--- config.mk ---
export PLATFORM = sky130hd
export DESIGN_NAME = stsel_cell
export DESIGN_NICKNAME = d
export VERILOG_FILES = /design/src/hw/rtl/stsel_pkg.sv /design/src/hw/rtl/stsel_cell.sv
export SDC_FILE = /design/constraint.sdc
export NUM_CORES = 1
export LEC_CHECK = 0
export ABC_AREA = 1
export BUFFER_PORTS_ARGS = -buffer_cell sky130_fd_sc_hd__buf_2
export CAP_MARGIN = 15
export CORE_ASPECT_RATIO = 1.1
export CORE_MARGIN = 1.5
export CORE_UTILIZATION = 48
export CTS_CLUSTER_DIAMETER = 200
export DETAILED_ROUTE_END_ITERATION = 10
export GPL_TIMING_DRIVEN = 0
export PLACE_DENSITY = 0.88
export RECOVER_POWER = 100
export SLEW_MARGIN = 20
export SYNTH_ARGS = -nofsm -noshare
export SYNTH_HDL_FRONTEND = slang
export SYNTH_SLANG_ARGS = --single-unit
export TNS_END_PERCENT = 50
--- constraint.sdc ---
create_clock -name clock -period 3 [get_ports clock]
set_input_delay 0.45 -clock clock [delete_from_list [all_inputs] [get_ports clock]]
set_output_delay 0.45 -clock clock [all_outputs]
set_load 0.03 [all_outputs]
--- src/hw/rtl/stsel_pkg.sv ---
`timescale 1ns / 1ps
// ----------------------------------------------------------------------------
// stsel_pkg
// Shared types and constants of the slot table with rank select.
// ----------------------------------------------------------------------------
package stsel_pkg;

   localparam int DATA_W      = 32;
   localparam int RANK_W      = 6;
   localparam int SLOT_OUT_W  = 6;
   localparam int COUNT_OUT_W = 7;
   localparam int RECORD_W    = 3 * DATA_W;

   typedef enum logic [1:0] {
      KIND_ADD = 2'd0,
      KIND_GET = 2'd1,
      KIND_DEL = 2'd2,
      KIND_NOP = 2'd3
   } kind_type;

   typedef enum logic [1:0] {
      STATUS_OK     = 2'd0,
      STATUS_FULL   = 2'd1,
      STATUS_ABSENT = 2'd2
   } status_type;

   // Probe that walks the cell chain, one cell per cycle.
   typedef struct packed {
      logic              active;
      kind_type          kind;
      logic              found;
      logic [RANK_W-1:0] rank;
   } probe_type;

endpackage

--- src/hw/rtl/stsel_cell.sv ---
`timescale 1ns / 1ps
// ----------------------------------------------------------------------------
// stsel_cell
// One slot of the table: holds its occupancy bit and forwards the probe.
// ----------------------------------------------------------------------------
module stsel_cell #(
   parameter int SLOT_W   = 6,
   parameter int SLOT_IDX = 0
) (
   input  logic                 clock,
   input  logic                 reset,
   input  stsel_pkg::probe_type up_probe,
   input  logic [SLOT_W-1:0]    up_slot,
   output stsel_pkg::probe_type dn_probe,
   output logic [SLOT_W-1:0]    dn_slot
);

   localparam int RANK_W = stsel_pkg::RANK_W;

   logic                 occ_ff, occ_in;
   stsel_pkg::probe_type probe_ff, probe_in;
   logic [SLOT_W-1:0]    slot_ff, slot_in;
   logic                 seek, by_rank, hit, skip;

   always_comb begin
      seek    = up_probe.active && !up_probe.found;
      by_rank = (up_probe.kind == stsel_pkg::KIND_GET) ||
                (up_probe.kind == stsel_pkg::KIND_DEL);
      hit     = seek && (((up_probe.kind == stsel_pkg::KIND_ADD) && !occ_ff) ||
                         (by_rank && occ_ff && (up_probe.rank == '0)));
      skip    = seek && by_rank && occ_ff && (up_probe.rank != '0);

      // claim a free slot on add, release on delete
      occ_in = occ_ff;
      if (hit && (up_probe.kind == stsel_pkg::KIND_ADD)) begin
         occ_in = 1'b1;
      end
      if (hit && (up_probe.kind == stsel_pkg::KIND_DEL)) begin
         occ_in = 1'b0;
      end

      probe_in       = up_probe;
      probe_in.found = up_probe.found | hit;
      if (skip) begin
         probe_in.rank = up_probe.rank - RANK_W'(1);
      end
      slot_in = hit ? SLOT_W'(SLOT_IDX) : up_slot;
   end

   always_ff @(posedge clock) begin
      if (reset) begin
         occ_ff   <= 1'b0;
         probe_ff <= '0;
      end else begin
         occ_ff   <= occ_in;
         probe_ff <= probe_in;
      end
      slot_ff <= slot_in;
   end

   assign dn_probe = probe_ff;
   assign dn_slot  = slot_ff;

endmodule
==> reports/qor.csv <==
stage,metric,value,unit
drt,routed_wl,1370,µm
placement,gp_congestion,0.788,
final_layout,final_area,928,µm²
timing,setup_violations,0,
clocking,cts_root_buf,clkbuf_4,
min_path,hold_depth,3,
setup_path,arrival,1.67,ns
clocking,post_cts_resize_count,0,
logic_synthesis,yosysWarningCount,0,
final_layout,layout.nets,156,
min_path,hold_path.class,primary input to register,
clocking,insertion_delay,0.29,ns
drt,first_pass_iters,4,
timing,slew-limit-headroom,68.8,%
timing,grt_setup_unrepaired,false,
die,die_area,0.00184,mm²
clocking,postCtsHoldBufs,0,
die,fp.dieH,44.9,µm
final_layout,drive_above_1_share,21.8,%
logic_synthesis,postSynthCellCount,97,
logic_synthesis,synth.avg_cell_area,7.89,µm²
drt,drtIter0Drc,10,
drt,vias,658,
die,core.rowCount,14,
logic_synthesis,yosys.area.top_type,dfxtp_1,
timing,fin_crit_sh,50.4,%
global_route,overflow,0,
clocking,cts_max_path_buffers,2,
die,io_pins,34,
global_route,grtUsageMet2,27.2,%
placement,dp_hpwl,1090,µm
run_status,status,finished clean,
power_and_ir_drop,power.total,0.443,mW
setup_path,required,3.16,ns
setup_path,cp_cell_sequence,"clkbuf_1, inv_1, ha_1, nand3_2, nand2_1, clkinvlp_2, nand2_1, a21oi_2",
timing,whs,0.355,ns
die,coreArea,0.00144,mm²
drt,ant_nets,0,
setup_path,worst_path_max_delay_cell,clkinvlp_2,
global_route,grt_usage,17.4,%
final_layout,postLayoutCoreUtil,64.6,%
logic_synthesis,ys_top_cells_by_area,"dfxtp_1 44%, inv_1 10%, nand2_1 8.8%",
timing,final.setup.tns,0,ns
global_route,grt_busiest_layer,met2,
final_layout,layout_common_cells,"21 x inv_1, 20 x nand2_1, 18 x clkbuf_1, 17 x dfxtp_1, 15 x buf_2",
setup_path,slowest_delay,0.26,ns
logic_synthesis,syn_area,766,µm²
logic_synthesis,ys_seq_area_share,44.4,%
setup_path,r2r-start,occ_ff,
min_path,hp-start,up_slot[4],
global_route,grt_start_max_net_pins,11,
clocking,h-tree-depth,1,
final_layout,diodes,0,
global_route,antenna_found_initial,0,
clocking,cts_tree,done,
die,start_util,53.3,%
timing,fmax,662,MHz
run,drv_cap,0,
min_path,hold_path_end,dn_slot[4],
timing,worstMarginPinSlew,0.468,ns
power_and_ir_drop,ir_worst_vdd,0.179,mV
final_layout,area_growth_syn_to_layout,21.2,%
setup_path,worstPathMaxFanout,8,
drt,routedWlPerCell,9.16,µm
setup_path,worstSetupPathType,primary input to register,
global_route,grt_use_met3,1.48,%
placement,numPortBuffers,32,
setup_path,worst-path-buf-inv,3,
setup_path,ff2ff_path_depth,6,
power_and_ir_drop,leakage,0.485,nW
placement,place_area,946,µm²
logic_synthesis,ys_types,19,
die,fp.dieW,41.1,µm
logic_synthesis,ys_ff_latch,17,
setup_path,cp_common_cell,nand2_1,
setup_path,crit_family,buffers and inverters,
setup_path,r2r_slack,1.76,ns
setup_path,critPathCaptureType,register,
clocking,clk_pin_slew,0.10,ns
setup_path,start_kind,primary input,
clocking,cts_sinks,17,
timing,finClkSkew,0.0126,ns
logic_synthesis,synth_nets,119,
timing,period_minus_slack,1.51,ns
timing,hold_viol,0,
timing,slew_viol_final,0,
final_layout,final_common_cell,inv_1,
setup_path,r2r_end,dn_probe[2],
global_route,met1_usage,19.0,%
logic_synthesis,synthDominantCellAreaShare,44.4,%
power_and_ir_drop,power.density,478,mW/mm²
drt,vias_per_cell,4.42,
drt,drc_errors,0,
clocking,cts_setup_buffers,0,
clocking,numCtsBuffers,3,
global_route,grt_pass1_vias,538,
global_route,grt_pass1_wl,2080,µm
[sequential cells by signal, summed over array words and instances, names as in the netlist]
register and flops:
occ_ff 1, dn_probe 10, dn_slot 6
[stage by stage]
step	cells	worst slack (ns)
3_5_place_dp	145	1.41
3_3_place_gp	145	1.45
5_1_grt	149	1.39
6_report	149	1.49
4_1_cts	149	1.73
2_1_floorplan	97	1.63
[layer usage]
layer / routed length, µm / up-vias
met5: 0 / -
met4: 49 / 0
met3: 109 / 4
met2: 634 / 29
met1: 571 / 265
li1: - / 360
[cell families (layout without fill, tap and decap cells)]
kind of cell | after synthesis | count (layout) | synth area share (%)
adder cells (fa/ha/maj) | 4 | 4 | 6.54
buffers and inverters | 23 | 59 | 11.8
XOR/XNOR | 3 | 3 | 3.43
AND/OR/NAND/NOR | 41 | 41 | 25.5
AO/OA/AOI/OAI | 9 | 9 | 8.33
flip-flops | 17 | 17 | 44.4
[worst max-delay path by stage]
stage                           start           to  slack (ns)  depth (start not counted)
after floorplan           up_probe[7]       occ_ff        1.63                          7
after global placement    up_probe[0]       occ_ff        1.45                          8
after detailed placement  up_probe[0]       occ_ff        1.41                          8
after CTS                 up_probe[0]       occ_ff        1.73                          8
after global routing      up_probe[0]  dn_probe[3]        1.39                          8
final                     up_probe[0]  dn_probe[4]        1.49                          8
[Yosys cell counts (all sizes together)]
master,instances
nor2,14
nand2,21
ha,4
nor3,1
xor2,3
nand4,1
buf,1
o21ai,2
dfxtp,17
a21oi,7
nand3,4
inv,22
[worst min-delay path, stage by stage]
cell and delay (ns):
buf_2 0.09, inv_1 0.04, nor2_1 0.03
[power breakdown]
part | switching (mW) | internal [mW]
clock network | 0.0695 | 0.0495
registers | 0.00312 | 0.239
logic | 0.0572 | 0.0254
[area by class of cell]
cell class / count / area (µm²)
Buffer: 1 / 3.75
Multi-Input combinational cell: 57 / 314
Timing Repair Buffer: 32 / 139
Inverter: 22 / 83.8
Tap cell: 16 / 20.0
Fill cell: 140 / 508
Clock buffer: 3 / 22.5
Sequential cell: 17 / 340
Clock inverter: 1 / 5.00
Power figures use the tool's default switching activity.
